<file path="src/stereo_to_quad_ramped_gain_mixer_top_assert.svh">
// Assertion macros for the stereo to quad gain mixer.
// Used by sqgm_ctrl and the top level; expects i_clk and i_rst_n in scope.
`ifndef STEREO_TO_QUAD_RAMPED_GAIN_MIXER_TOP_ASSERT_SVH
`define STEREO_TO_QUAD_RAMPED_GAIN_MIXER_TOP_ASSERT_SVH

`define SQGM_ASSERT_NOW(lbl, ante, cons, msg) \
    lbl: assert property (@(posedge i_clk) disable iff (!i_rst_n) (ante) |-> (cons)) \
        else $error(msg);

`define SQGM_ASSERT_NEXT(lbl, ante, cons, msg) \
    lbl: assert property (@(posedge i_clk) disable iff (!i_rst_n) (ante) |=> (cons)) \
        else $error(msg);

`endif

</file>
<file path="src/sqgm_pkg.sv">
// Shared types and constants for the stereo to quad gain mixer.
// No dependencies.
package sqgm_pkg;

    localparam int FRAME_SAMPLES_DEF = 160;
    localparam int IDX_W  = 8;
    localparam int SMP_W  = 16;
    localparam int GAIN_W = 16;
    localparam int ACC_W  = 32;
    localparam int MUL_W  = 32;
    localparam int CFG_IDX_W = 8;
    localparam int CFG_DATA_W = 64;

    localparam logic [CFG_IDX_W-1:0] CFG_TARGET_GAINS = 8'd0;
    localparam logic [CFG_IDX_W-1:0] CFG_RAMP_START   = 8'd1;
    localparam logic [CFG_IDX_W-1:0] CFG_RAMP_ENABLE  = 8'd2;
    localparam logic [CFG_IDX_W-1:0] CFG_ACCUM_MODE   = 8'd3;

    typedef enum logic [2:0] {
        S_IDLE,
        S_DIFF,
        S_SCALE,
        S_RECIP,
        S_GAIN,
        S_MIX,
        S_ACC,
        S_DONE
    } t_state;

    typedef struct packed {
        t_state            state;
        logic [1:0]        ch;
        logic [IDX_W-1:0]  idx;
        logic              last;
    } t_ctl;

endpackage

</file>
<file path="src/sqgm_mul.sv">
// Shared unsigned multiplier for the gain mixer datapath.
// Depends on sqgm_pkg for the operand width.
module sqgm_mul (
    input  logic [sqgm_pkg::MUL_W-1:0]   i_a,
    input  logic [sqgm_pkg::MUL_W-1:0]   i_b,
    output logic [2*sqgm_pkg::MUL_W-1:0] o_p
);
    import sqgm_pkg::*;

    assign o_p = 64'(i_a) * 64'(i_b);

endmodule

</file>
<file path="src/sqgm_ctrl.sv">
// Sequencer for the gain mixer: state, channel counter and frame sample index.
// Depends on sqgm_pkg and the assertion macro header.
`include "stereo_to_quad_ramped_gain_mixer_top_assert.svh"

module sqgm_ctrl #(
    parameter int FRAME_SAMPLES = sqgm_pkg::FRAME_SAMPLES_DEF
) (
    input  logic              i_clk,
    input  logic              i_rst_n,
    input  logic              i_accept,
    input  logic              i_frame_start,
    input  logic              i_ramp,
    input  logic              i_out_free,
    output sqgm_pkg::t_ctl    o_ctl
);
    import sqgm_pkg::*;

    localparam logic [IDX_W-1:0] LAST_IDX = IDX_W'(FRAME_SAMPLES - 1);

    t_state           r_state, n_state;
    logic [1:0]       r_ch, n_ch;
    logic [IDX_W-1:0] r_sidx, n_sidx;
    logic [IDX_W-1:0] idx_eff;
    logic             last;

    always_comb begin
        idx_eff = i_frame_start ? '0 : r_sidx;
        last    = (idx_eff >= LAST_IDX);
        if (last) begin
            idx_eff = LAST_IDX;
        end
    end

    always_comb begin
        n_state = r_state;
        unique case (r_state)
            S_IDLE:  if (i_accept) n_state = i_ramp ? S_DIFF : S_GAIN;
            S_DIFF:  n_state = S_SCALE;
            S_SCALE: n_state = S_RECIP;
            S_RECIP: n_state = S_GAIN;
            S_GAIN:  n_state = S_MIX;
            S_MIX:   n_state = S_ACC;
            S_ACC: begin
                if (r_ch == 2'd3) n_state = S_DONE;
                else              n_state = i_ramp ? S_DIFF : S_GAIN;
            end
            S_DONE:  if (i_out_free) n_state = S_IDLE;
            default: n_state = S_IDLE;
        endcase
    end

    always_comb begin
        n_ch   = r_ch;
        n_sidx = r_sidx;
        if (r_state == S_IDLE && i_accept) begin
            n_ch   = 2'd0;
            n_sidx = last ? '0 : idx_eff + 1'b1;
        end else if (r_state == S_ACC) begin
            n_ch = r_ch + 1'b1;
        end
        o_ctl.state = r_state;
        o_ctl.ch    = r_ch;
        o_ctl.idx   = idx_eff;
        o_ctl.last  = last;
    end

    always_ff @(posedge i_clk) begin
        if (!i_rst_n) begin
            r_state <= S_IDLE;
            r_ch    <= 2'd0;
            r_sidx  <= '0;
        end else begin
            r_state <= n_state;
            r_ch    <= n_ch;
            r_sidx  <= n_sidx;
        end
    end

    `SQGM_ASSERT_NOW(a_idle_ch_zero, r_state == S_IDLE, r_ch == 2'd0, "channel not zero in idle")
    `SQGM_ASSERT_NOW(a_sidx_range, 1'b1, r_sidx <= LAST_IDX, "sample index out of frame")
    `SQGM_ASSERT_NEXT(a_frame_restart, r_state == S_IDLE && i_accept && i_frame_start,
                      r_sidx == IDX_W'(1), "frame start did not restart the index")

endmodule

</file>
<file path="src/stereo_to_quad_ramped_gain_mixer_top.sv">
// Top level of the stereo to quad gain mixer: config registers, datapath, output word.
// Depends on sqgm_pkg, sqgm_mul, sqgm_ctrl and the assertion macro header.
//
// Usage:
//   Input channel (i_in_valid / o_in_stall) takes one stereo sample pair, the
//   four bus values and frame_start. Output channel (o_out_valid / i_out_stall)
//   gives the four mixed bus values and frame_last, one word per input word.
//   Config channel (i_cfg_valid / o_cfg_ready) is always ready; write it only
//   while no word is in flight. Index 0 target gains, 1 ramp start gains,
//   2 ramp enable, 3 accumulate mode; other indexes are ignored.
//   One shared 32x32 multiplier serves all four channels in turn. With ramp
//   on, each channel steps through difference, scale by index, reciprocal
//   multiply for the frame division, gain, mix and accumulate; with ramp off,
//   only gain, mix and accumulate. After the last channel the result enters
//   the output register, and the block returns to idle before it takes a new
//   word. While the receiver stalls the output word holds; one finished
//   word may wait there while the next is computed, then the block waits.
//   Reset clears config registers, the sample index and the output valid.
`include "stereo_to_quad_ramped_gain_mixer_top_assert.svh"

module stereo_to_quad_ramped_gain_mixer_top #(
    parameter int FRAME_SAMPLES = sqgm_pkg::FRAME_SAMPLES_DEF
) (
    input  logic                                 i_clk,
    input  logic                                 i_rst_n,
    input  logic                                 i_in_valid,
    output logic                                 o_in_stall,
    input  logic signed [sqgm_pkg::SMP_W-1:0]    i_left_sample,
    input  logic signed [sqgm_pkg::SMP_W-1:0]    i_right_sample,
    input  logic signed [sqgm_pkg::ACC_W-1:0]    i_acc_front_left,
    input  logic signed [sqgm_pkg::ACC_W-1:0]    i_acc_front_right,
    input  logic signed [sqgm_pkg::ACC_W-1:0]    i_acc_rear_left,
    input  logic signed [sqgm_pkg::ACC_W-1:0]    i_acc_rear_right,
    input  logic                                 i_frame_start,
    output logic                                 o_out_valid,
    input  logic                                 i_out_stall,
    output logic signed [sqgm_pkg::ACC_W-1:0]    o_mix_front_left,
    output logic signed [sqgm_pkg::ACC_W-1:0]    o_mix_front_right,
    output logic signed [sqgm_pkg::ACC_W-1:0]    o_mix_rear_left,
    output logic signed [sqgm_pkg::ACC_W-1:0]    o_mix_rear_right,
    output logic                                 o_frame_last,
    input  logic                                 i_cfg_valid,
    output logic                                 o_cfg_ready,
    input  logic [sqgm_pkg::CFG_IDX_W-1:0]       i_cfg_index,
    input  logic [sqgm_pkg::CFG_DATA_W-1:0]      i_cfg_data
);
    import sqgm_pkg::*;

    localparam int unsigned DIV = FRAME_SAMPLES - 1;
    localparam bit DIV_ONE = (DIV == 1);
    localparam logic [63:0] RECIP_FULL = ((64'd1 << 32) + 64'(DIV) - 64'd1) / 64'(DIV);
    localparam logic [MUL_W-1:0] RECIP = DIV_ONE ? MUL_W'(1) : RECIP_FULL[MUL_W-1:0];

    t_ctl ctl;
    logic accept, out_free;

    logic [CFG_DATA_W-1:0] r_tgt, r_st;
    logic                  r_ramp, r_accum;

    logic [GAIN_W-1:0]     r_smag [2];
    logic                  r_sneg [2];
    logic [ACC_W-1:0]      r_acc  [4];
    logic [ACC_W-1:0]      r_res  [4];
    logic [IDX_W-1:0]      r_idx;
    logic                  r_last;
    logic [GAIN_W-1:0]     r_mag;
    logic                  r_dneg;
    logic [GAIN_W-1:0]     r_gmag;
    logic                  r_pneg;
    logic [2*MUL_W-1:0]    r_prod;
    logic                  r_out_valid;

    logic [MUL_W-1:0]      mul_a, mul_b;
    logic [2*MUL_W-1:0]    mul_p;

    logic [1:0]            ch;
    logic                  sel;
    logic signed [GAIN_W-1:0] tgt, st;
    logic signed [GAIN_W:0]   diff, diff_neg;
    logic [GAIN_W-1:0]     q16;
    logic signed [GAIN_W+1:0] qs, gsum;
    logic signed [GAIN_W-1:0] g16;
    logic signed [GAIN_W:0]   g17, g_neg;
    logic [GAIN_W-1:0]     gmag;
    logic [19:0]           m20;
    logic [ACC_W-1:0]      mixed, res;
    logic signed [SMP_W:0] l17, r17, l_neg, r_neg;

    assign accept      = i_in_valid && !o_in_stall;
    assign out_free    = !r_out_valid || !i_out_stall;
    assign o_in_stall  = (ctl.state != S_IDLE);
    assign o_cfg_ready = 1'b1;
    assign o_out_valid = r_out_valid;

    sqgm_ctrl #(.FRAME_SAMPLES(FRAME_SAMPLES)) u_ctrl (
        .i_clk         (i_clk),
        .i_rst_n       (i_rst_n),
        .i_accept      (accept),
        .i_frame_start (i_frame_start),
        .i_ramp        (r_ramp),
        .i_out_free    (out_free),
        .o_ctl         (ctl)
    );

    sqgm_mul u_mul (
        .i_a (mul_a),
        .i_b (mul_b),
        .o_p (mul_p)
    );

    always_comb begin
        ch  = ctl.ch;
        sel = ch[0];
        tgt = r_tgt[{ch, 4'b0000} +: GAIN_W];
        st  = r_st[{ch, 4'b0000} +: GAIN_W];

        diff     = {tgt[GAIN_W-1], tgt} - {st[GAIN_W-1], st};
        diff_neg = -diff;

        q16  = DIV_ONE ? r_prod[GAIN_W-1:0] : r_prod[MUL_W +: GAIN_W];
        qs   = r_dneg ? -$signed({2'b00, q16}) : $signed({2'b00, q16});
        gsum = {{2{st[GAIN_W-1]}}, st} + qs;
        g16  = r_ramp ? gsum[GAIN_W-1:0] : tgt;
        g17  = {g16[GAIN_W-1], g16};
        g_neg = -g17;
        gmag = g16[GAIN_W-1] ? g_neg[GAIN_W-1:0] : g16;

        m20   = r_prod[31:12];
        mixed = r_pneg ? -{12'b0, m20} : {12'b0, m20};
        res   = mixed + (r_accum ? r_acc[ch] : '0);

        l17   = {i_left_sample[SMP_W-1], i_left_sample};
        r17   = {i_right_sample[SMP_W-1], i_right_sample};
        l_neg = -l17;
        r_neg = -r17;
    end

    always_comb begin
        case (ctl.state)
            S_SCALE: begin
                mul_a = {16'b0, r_mag};
                mul_b = {24'b0, r_idx};
            end
            S_RECIP: begin
                mul_a = {8'b0, r_prod[23:0]};
                mul_b = RECIP;
            end
            default: begin
                mul_a = {16'b0, r_gmag};
                mul_b = {16'b0, r_smag[sel]};
            end
        endcase
    end

    always_ff @(posedge i_clk) begin
        if (!i_rst_n) begin
            r_tgt   <= '0;
            r_st    <= '0;
            r_ramp  <= 1'b0;
            r_accum <= 1'b0;
        end else if (i_cfg_valid) begin
            unique case (i_cfg_index)
                CFG_TARGET_GAINS: r_tgt   <= i_cfg_data;
                CFG_RAMP_START:   r_st    <= i_cfg_data;
                CFG_RAMP_ENABLE:  r_ramp  <= i_cfg_data[0];
                CFG_ACCUM_MODE:   r_accum <= i_cfg_data[0];
                default: ;
            endcase
        end
    end

    always_ff @(posedge i_clk) begin
        if (accept) begin
            r_smag[0] <= i_left_sample[SMP_W-1] ? l_neg[SMP_W-1:0] : i_left_sample;
            r_smag[1] <= i_right_sample[SMP_W-1] ? r_neg[SMP_W-1:0] : i_right_sample;
            r_sneg[0] <= i_left_sample[SMP_W-1];
            r_sneg[1] <= i_right_sample[SMP_W-1];
            r_acc[0]  <= i_acc_front_left;
            r_acc[1]  <= i_acc_front_right;
            r_acc[2]  <= i_acc_rear_left;
            r_acc[3]  <= i_acc_rear_right;
            r_idx     <= ctl.idx;
            r_last    <= ctl.last;
        end
        case (ctl.state)
            S_DIFF: begin
                r_dneg <= diff[GAIN_W];
                r_mag  <= diff[GAIN_W] ? diff_neg[GAIN_W-1:0] : diff[GAIN_W-1:0];
            end
            S_SCALE, S_RECIP, S_MIX: r_prod <= mul_p;
            S_GAIN: begin
                r_gmag <= gmag;
                r_pneg <= g16[GAIN_W-1] ^ r_sneg[sel];
            end
            S_ACC: r_res[ch] <= res;
            default: ;
        endcase
    end

    always_ff @(posedge i_clk) begin
        if (ctl.state == S_DONE && out_free) begin
            o_mix_front_left  <= r_res[0];
            o_mix_front_right <= r_res[1];
            o_mix_rear_left   <= r_res[2];
            o_mix_rear_right  <= r_res[3];
            o_frame_last      <= r_last;
        end
    end

    always_ff @(posedge i_clk) begin
        if (!i_rst_n) begin
            r_out_valid <= 1'b0;
        end else if (ctl.state == S_DONE && out_free) begin
            r_out_valid <= 1'b1;
        end else if (!i_out_stall) begin
            r_out_valid <= 1'b0;
        end
    end

    `SQGM_ASSERT_NEXT(a_accept_stalls, accept, o_in_stall, "input not stalled after accept")
    `SQGM_ASSERT_NEXT(a_done_loads, ctl.state == S_DONE && out_free, o_out_valid,
                      "finished word not loaded")
    `SQGM_ASSERT_NOW(a_diff_needs_ramp, ctl.state == S_DIFF, r_ramp,
                     "ramp step taken with ramp off")

endmodule
</file>
<file path="config.mk">
export PLATFORM = sky130hd
export DESIGN_NAME = stereo_to_quad_ramped_gain_mixer_top
export DESIGN_NICKNAME = d
export VERILOG_FILES = /design/src/sqgm_pkg.sv /design/src/sqgm_mul.sv /design/src/sqgm_ctrl.sv /design/src/stereo_to_quad_ramped_gain_mixer_top.sv
export VERILOG_INCLUDE_DIRS = /design/src /design/src/src
export SDC_FILE = /design/constraint.sdc
export NUM_CORES = 2
export LEC_CHECK = 0
export BUFFER_PORTS_ARGS = -buffer_cell sky130_fd_sc_hd__buf_2
export CAP_MARGIN = 15
export CORE_MARGIN = 4
export CORE_UTILIZATION = 48
export DETAILED_ROUTE_END_ITERATION = 12
export PLACE_DENSITY_LB_ADDON = 0.12
export SYNTH_ARGS = -nofsm -noshare
export SYNTH_HDL_FRONTEND = slang
export SYNTH_SLANG_ARGS = --single-unit
</file>
<file path="constraint.sdc">
create_clock -name i_clk -period 25.7 [get_ports i_clk]
set_input_delay 1.285 -clock i_clk [delete_from_list [all_inputs] [get_ports i_clk]]
set_output_delay 1.285 -clock i_clk [all_outputs]
set_load 0.01 [all_outputs]
</file>
== Yosys cells after proc, flatten, opt, wreduce, memory -nomap -nowiden ==
Memory sizes are Yosys's and may differ from the RTL's. A register that Yosys moved wholly into a read port is not among the register bits.
Index checks and enable logic that the tools add are counted.

* Flip-flop bits (word level): 236
* Memory bits (writable): 290
* Input port bits: 238
* Output and inout port bits: 132
* Word-level logic and storage cells: 99
* Memories: 4

* Add/subtract/negate cells: 11
* $mul: 1
* Order comparisons: 1
* Eq/ne operators: 14
* Shift operators: 2
* Mux-type cells: 30
* Bitwise gates (word level): 2
* Reduce and logical (&&, ||, !) cells: 17

{| class="wikitable"
|+ Memories
! memory !! words !! bits a word !! rd ports !! clocked after memory_dff !! wr ports !! line !! source
|-
| r_acc || 4 || 32 || 1 || 1 || 4 || stereo_to_quad_ramped_gain_mixer_top.sv:62 || <nowiki>logic [ACC_W-1:0] r_acc [4];</nowiki>
|-
| r_res || 4 || 32 || 4 || 4 || 1 || stereo_to_quad_ramped_gain_mixer_top.sv:63 || <nowiki>logic [ACC_W-1:0] r_res [4];</nowiki>
|-
| r_smag || 2 || 16 || 1 || 1 || 2 || stereo_to_quad_ramped_gain_mixer_top.sv:60 || <nowiki>logic [GAIN_W-1:0] r_smag [2];</nowiki>
|-
| r_sneg || 2 || 1 || 1 || 1 || 2 || stereo_to_quad_ramped_gain_mixer_top.sv:61 || <nowiki>logic r_sneg [2];</nowiki>
|}

{| class="wikitable"
|+ Operators with widths
! operator !! number
|-
| 64-bit by 7-bit variable part select with 16-bit output || 2
|-
| 16-bit two-way mux || 5
|-
| 16-bit negator || 5
|-
| 32-bit two-way mux || 2
|-
| 25-bit one-hot mux with 2 select lines || 1
|-
| 24-bit by 25-bit multiplier with 48-bit output || 1
|-
| 24-bit one-hot mux with 2 select lines || 1
|-
| 32-bit adder || 1
|-
| 20-bit negator with 32-bit output || 1
|-
| 8-bit two-way mux || 3
|-
| 3-bit one-hot mux with 8 select lines || 1
|-
| 16-bit by 16-bit subtractor with 17-bit output || 1
|-
| 16-bit adder || 1
|-
| 8-bit by 2-bit equality test with 1-bit output, second input constant || 2
|-
| 15-bit two-way mux || 1
|-
| 3-bit equality test, second input constant || 4
|-
| 3-bit two-way mux || 4
|-
| 1-bit two-way mux || 10
|-
| 2-bit AND reduction || 5
|-
| 8-bit by 1-bit adder with 8-bit output, second input constant || 1
|-
| 8-bit by 1-bit equality test with 1-bit output, second input constant || 1
|-
| 8-bit greater-or-equal comparator, second input constant || 1
|-
| 8-bit logical NOT || 1
|-
| 3-bit by 2-bit equality test with 1-bit output, second input constant || 2
|-
| other kinds (15) || 21
|}

== Depth between registers and ports, before layout ==
* Word-level depth: 6
* Mapped depth: 32
* Gate-level depth less buffers: 28

== Hierarchy ==
From an unflattened synthesis, not the netlist that was laid out.

* Cells, all modules: 5859
* Area, all modules: 62107.1 um^2

{| class="wikitable"
|+ Modules (own cells, without submodules)
! module !! times used !! cells an instance !! area an instance (um^2) !! seq. area each (um^2)
|-
| sqgm_mul || 1 || 3683 || 33310.7 || 0.0
|-
| stereo_to_quad_ramped_gain_mixer_top || 1 || 2074 || 27933.0 || 17937.2
|-
| sqgm_ctrl || 1 || 102 || 863.3 || 260.2
|}

== Least setup slack after synthesis ==
OpenSTA, ideal clock, no wires.

* Path type: input -> register
* Start: in i_in_valid
* End: reg u_ctrl.r_sidx[4]
* Setup time: 0.128 ns
* Data arrival time: 10.283 ns
* Setup slack: 15.289 ns
* Cell stages on the path: 4
* Buffers on the path: 0
* Path through: nand2_1 nor2_1 nor2_1 a32o_1

* Cells in the longest elaborated chain, start to end: 2

{| class="wikitable"
|+ Ends and longest elaborated chain
! element !! line !! source
|-
| start, declared || stereo_to_quad_ramped_gain_mixer_top.sv:26 || <nowiki>input logic i_in_valid,</nowiki>
|-
| 1-bit logical AND || stereo_to_quad_ramped_gain_mixer_top.sv:89 || <nowiki>assign accept = i_in_valid && !o_in_stall;</nowiki>
|-
| via accept || stereo_to_quad_ramped_gain_mixer_top.sv:55 || <nowiki>logic accept, out_free;</nowiki>
|-
| 1-bit logical AND || sqgm_ctrl.sv:55 || <nowiki>if (r_state == S_IDLE && i_accept) begin</nowiki>
|-
| end signal, assigned || sqgm_ctrl.sv:75 || <nowiki>r_sidx <= n_sidx;</nowiki>
|-
| end, declared || sqgm_ctrl.sv:22 || <nowiki>logic [IDX_W-1:0] r_sidx, n_sidx;</nowiki>
|}

The timed path passes the listed nets, and every way through them passes these cells.
A chain may end at the register's enable or synchronous reset.

== Worst setup path after layout ==
* Start: reg u_ctrl.r_state[2]
* End: reg r_prod[46], data pin

* Cells in the longest elaborated chain, start to end: 3

{| class="wikitable"
|+ Ends and longest elaborated chain
! element !! line !! source
|-
| start, declared || sqgm_ctrl.sv:20 || <nowiki>t_state r_state, n_state;</nowiki>
|-
| start signal, assigned || sqgm_ctrl.sv:73 || <nowiki>r_state <= n_state;</nowiki>
|-
| 3-bit by 2-bit equality test with 1-bit output || stereo_to_quad_ramped_gain_mixer_top.sv:139 || <nowiki>case (ctl.state)</nowiki>
|-
| 24-bit one-hot mux with 2 select lines or 25-bit one-hot mux with 2 select lines (tied branches) || stereo_to_quad_ramped_gain_mixer_top.sv:139 ||
|-
| 24-bit by 25-bit multiplier with 48-bit output * || sqgm_mul.sv:10 || <nowiki>assign o_p = 64'(i_a) * 64'(i_b);</nowiki>
|-
| via mul_p[46] || stereo_to_quad_ramped_gain_mixer_top.sv:74 || <nowiki>logic [2*MUL_W-1:0] mul_p;</nowiki>
|-
| end signal, assigned || stereo_to_quad_ramped_gain_mixer_top.sv:190 || <nowiki>S_SCALE, S_RECIP, S_MIX: r_prod <= mul_p;</nowiki>
|-
| end, declared || stereo_to_quad_ramped_gain_mixer_top.sv:70 || <nowiki>logic [2*MUL_W-1:0] r_prod;</nowiki>
|}

The timed path passes the listed nets; every way through them passes the cells marked *.

==> metrics.txt <==
Synth top cells by count=inv_1 (589), edfxtp_1 (510), nand2_1 (458); Starting Density=between 40 and 50%; clk slew on worst S/H paths=0.06 ns; row count=111; CP max stage cell=a21boi_1; worst skew pair latency=around 0.66 ns; Crit path required time=26.10 ns; crit-path max FO=33; synthesized area=roughly 45,000 sq um; Period Utilization, post-route=between 30% and 40%; Root Driver=clkbuf_16; total gr overflow=0; max_slew headroom=28.7%; number of setup buffers added after CTS=0; Synth area leaders=edfxtp_1 (34%), fa_1 (18%), ha_1 (8.1%), dfxtp_1 (6.6%), inv_1 (5.0%); clk buf depth=3; DRT Pass-1 Iters=5; port bufs=approximately 370; Most common cell on crit path=fa_1; Net count, final=about 5,300; startpoint types=flop; setup TNS=0 ns; Hold WC Path Type=flop to flop; R2R Setup Slk=~16 ns; count leader, synth=inv_1; Hold Path Cell Cnt=0; core area=slightly above 90,000 sq um; Die Y=between 300 and 400 um; drt first-iter violations=roughly 2,200; DP HPWL=roughly 92,000 um; Num Clock Sinks=~660; RSZ-0062 raised after global routing=no; die width=around 310 um; Worst Tran Pin Value=1.07 ns; post-CTS sizing=0; CTS Hold Bufs=0; mean number of vias per cell=5.30; register area share after synthesis=a little over 40%; fin. max-slew vios=0; maxcap violations=0; Tot GR Track Use=24.3%; fmax=a little over 100 MHz; crit path kind=flop to flop; Reg2Reg Launch Point=u_ctrl.r_state[2]; largest net degree at the start of global routing=95; CTS H-tree depth=3; initial antenna violation count=3; Routed Wire Length=around 120,000 um; Gate Count Post-Synth=4,001; Worst Path Arrival=roughly 10 ns; final antenna-violating net count=0; WL/cell=around 21 um; CP max stage delay=0.92 ns; GP Congestion=slightly below 1; number of global-route vias before repair=about 31,000; IO Count=370; syn avg cell area=approximately 11 sq um; number of enable flip-flop cells after synthesis=510; status=completed; area of the die=between 90,000 and 100,000 sq um; CTS tree=done; Worst Skew=approximately 0.031 ns; worst reg-to-reg path cell count=28; global-route wire length before repair=about 180,000 um; hold violation count in the final report=0; DRC viols=0; Synth area leader=edfxtp_1; Hold Path Sink=o_mix_rear_left[31]; Num CTS Buffers=between 70 and 80; Yosys cell types=84; CP Capture Type=flop; area grow syn2layout=13.0%; DR vias=~30,000; Setup Viol. Count Final=0; YS warnings=0; min Tclk post-route=9.65 ns; share of layout cells above drive strength 1=~14%; Synth Flop Type=edfxtp_1; post-synth top area share=34.3%; #FFs+latches synth=approximately 660; r2r endpoint=r_prod[46]; min-delay src=r_res[2][31]; FFs w/ async S/R, synth=0%; Fill cells=8,154
==> per-stage QoR <==
stage | util (%) | cells | instance area (sq um) | setup slack [ns] | hold slack, ns
final | 54.8 | 5707 | 50400 | 16.05 | 0.412
after floorplan | - | 4072 | 44900 | 15.29 | 0.400
after detailed placement | 52.3 | 5575 | 48100 | 16.20 | 0.405
after CTS | 54.8 | 5706 | 50400 | 16.20 | 0.407
after global routing | 54.8 | 5707 | 50400 | 15.65 | 0.420
after global placement | 52.3 | 5574 | 48000 | 16.29 | 0.400
==> worst max path at each step <==
stage / from / endpoint / depth (start not counted)
floorplan: i_in_valid / u_ctrl.r_sidx[4] / 4
global placement: u_ctrl.r_state[2] / r_prod[46] / 28
detailed placement: u_ctrl.r_state[2] / r_prod[46] / 28
CTS: u_ctrl.r_state[2] / r_prod[46] / 28
global route: u_ctrl.r_state[2] / r_prod[46] / 28
finish: u_ctrl.r_state[2] / r_prod[46] / 28
==> layout make-up <==
cell class,count,area (sq um),area share (%)
Clock buffer,89,1920,3.81
Multi-Input combinational cell,2683,23900,47.5
Sequential cell,656,18200,36.2
Antenna cell,1,2.50,0.00497
Clock inverter,42,423,0.839
Timing Repair Buffer,403,2100,4.18
Inverter,590,2220,4.40
Tap cell,1243,1560,3.09
==> sequential cells by signal, indices dropped and copies added (netlist names), 2 cells and up, named ones only <==
signal             flops
r_tgt                 64
o_mix_front_left      32
u_ctrl.r_state         3
u_ctrl.r_sidx          8
r_st                  64
r_idx                  8
r_smag                32
o_mix_front_right     32
r_acc                128
r_res                128
u_ctrl.r_ch            2
o_mix_rear_right      32
r_gmag                16
o_mix_rear_left       32
r_prod                48
r_mag                 16
r_sneg                 2
==> per-layer routing <==
metal  vias to the layer above  GRT usage, %  part of all wire (%)
met1                     15000          32.9                    43
li1                      14200             -                     -
met5                         -             0                 0.021
met4                         4          7.52                   3.2
met2                       835          40.8                    49
met3                       178          3.38                   5.1
==> cells in the final DEF (no fill, tap or decap), types with 29 or more instances in the layout <==
cell / count
inv_1: 588
edfxtp_1: 510
nand2_1: 456
fa_1: 411
buf_2: 368
ha_1: 287
nor2_1: 266
a21oi_1: 243
dfxtp_1: 141
xnor2_1: 136
o21ai_0: 96
clkbuf_16: 74
conb_1: 73
mux4_2: 64
and2_1: 50
and3_1: 45
nand3_1: 40
a21o_1: 40
nor3_1: 38
o21a_1: 35
buf_4: 35
mux2i_1: 33
o31ai_1: 29
==> logic make-up after synthesis <==
group	Yosys count	synth area share, %
AO/OA/AOI/OAI	605	8.52
XOR/XNOR	164	3.22
adder cells (fa/ha/maj)	698	26.5
buffers and inverters	733	6.23
flip-flops	656	40.9
multiplexers	104	4.15
other	2	0.0168
AND/OR/NAND/NOR	1039	10.5
==> worst max-delay path, delay by kind of cell (launching register included) <==
family	cells	cell delay, ns
buffers and inverters	7	0.58
AOI/OAI and AO/OA	6	3.19
adders and majority gates	8	3.89
DFF	1	0.63
xor gates and xnor gates	1	0.10
and+or+nand+nor	6	1.00
Power is not shown: default switching activity piles up to over one toggle a cycle in this logic, so the estimate is an artifact.
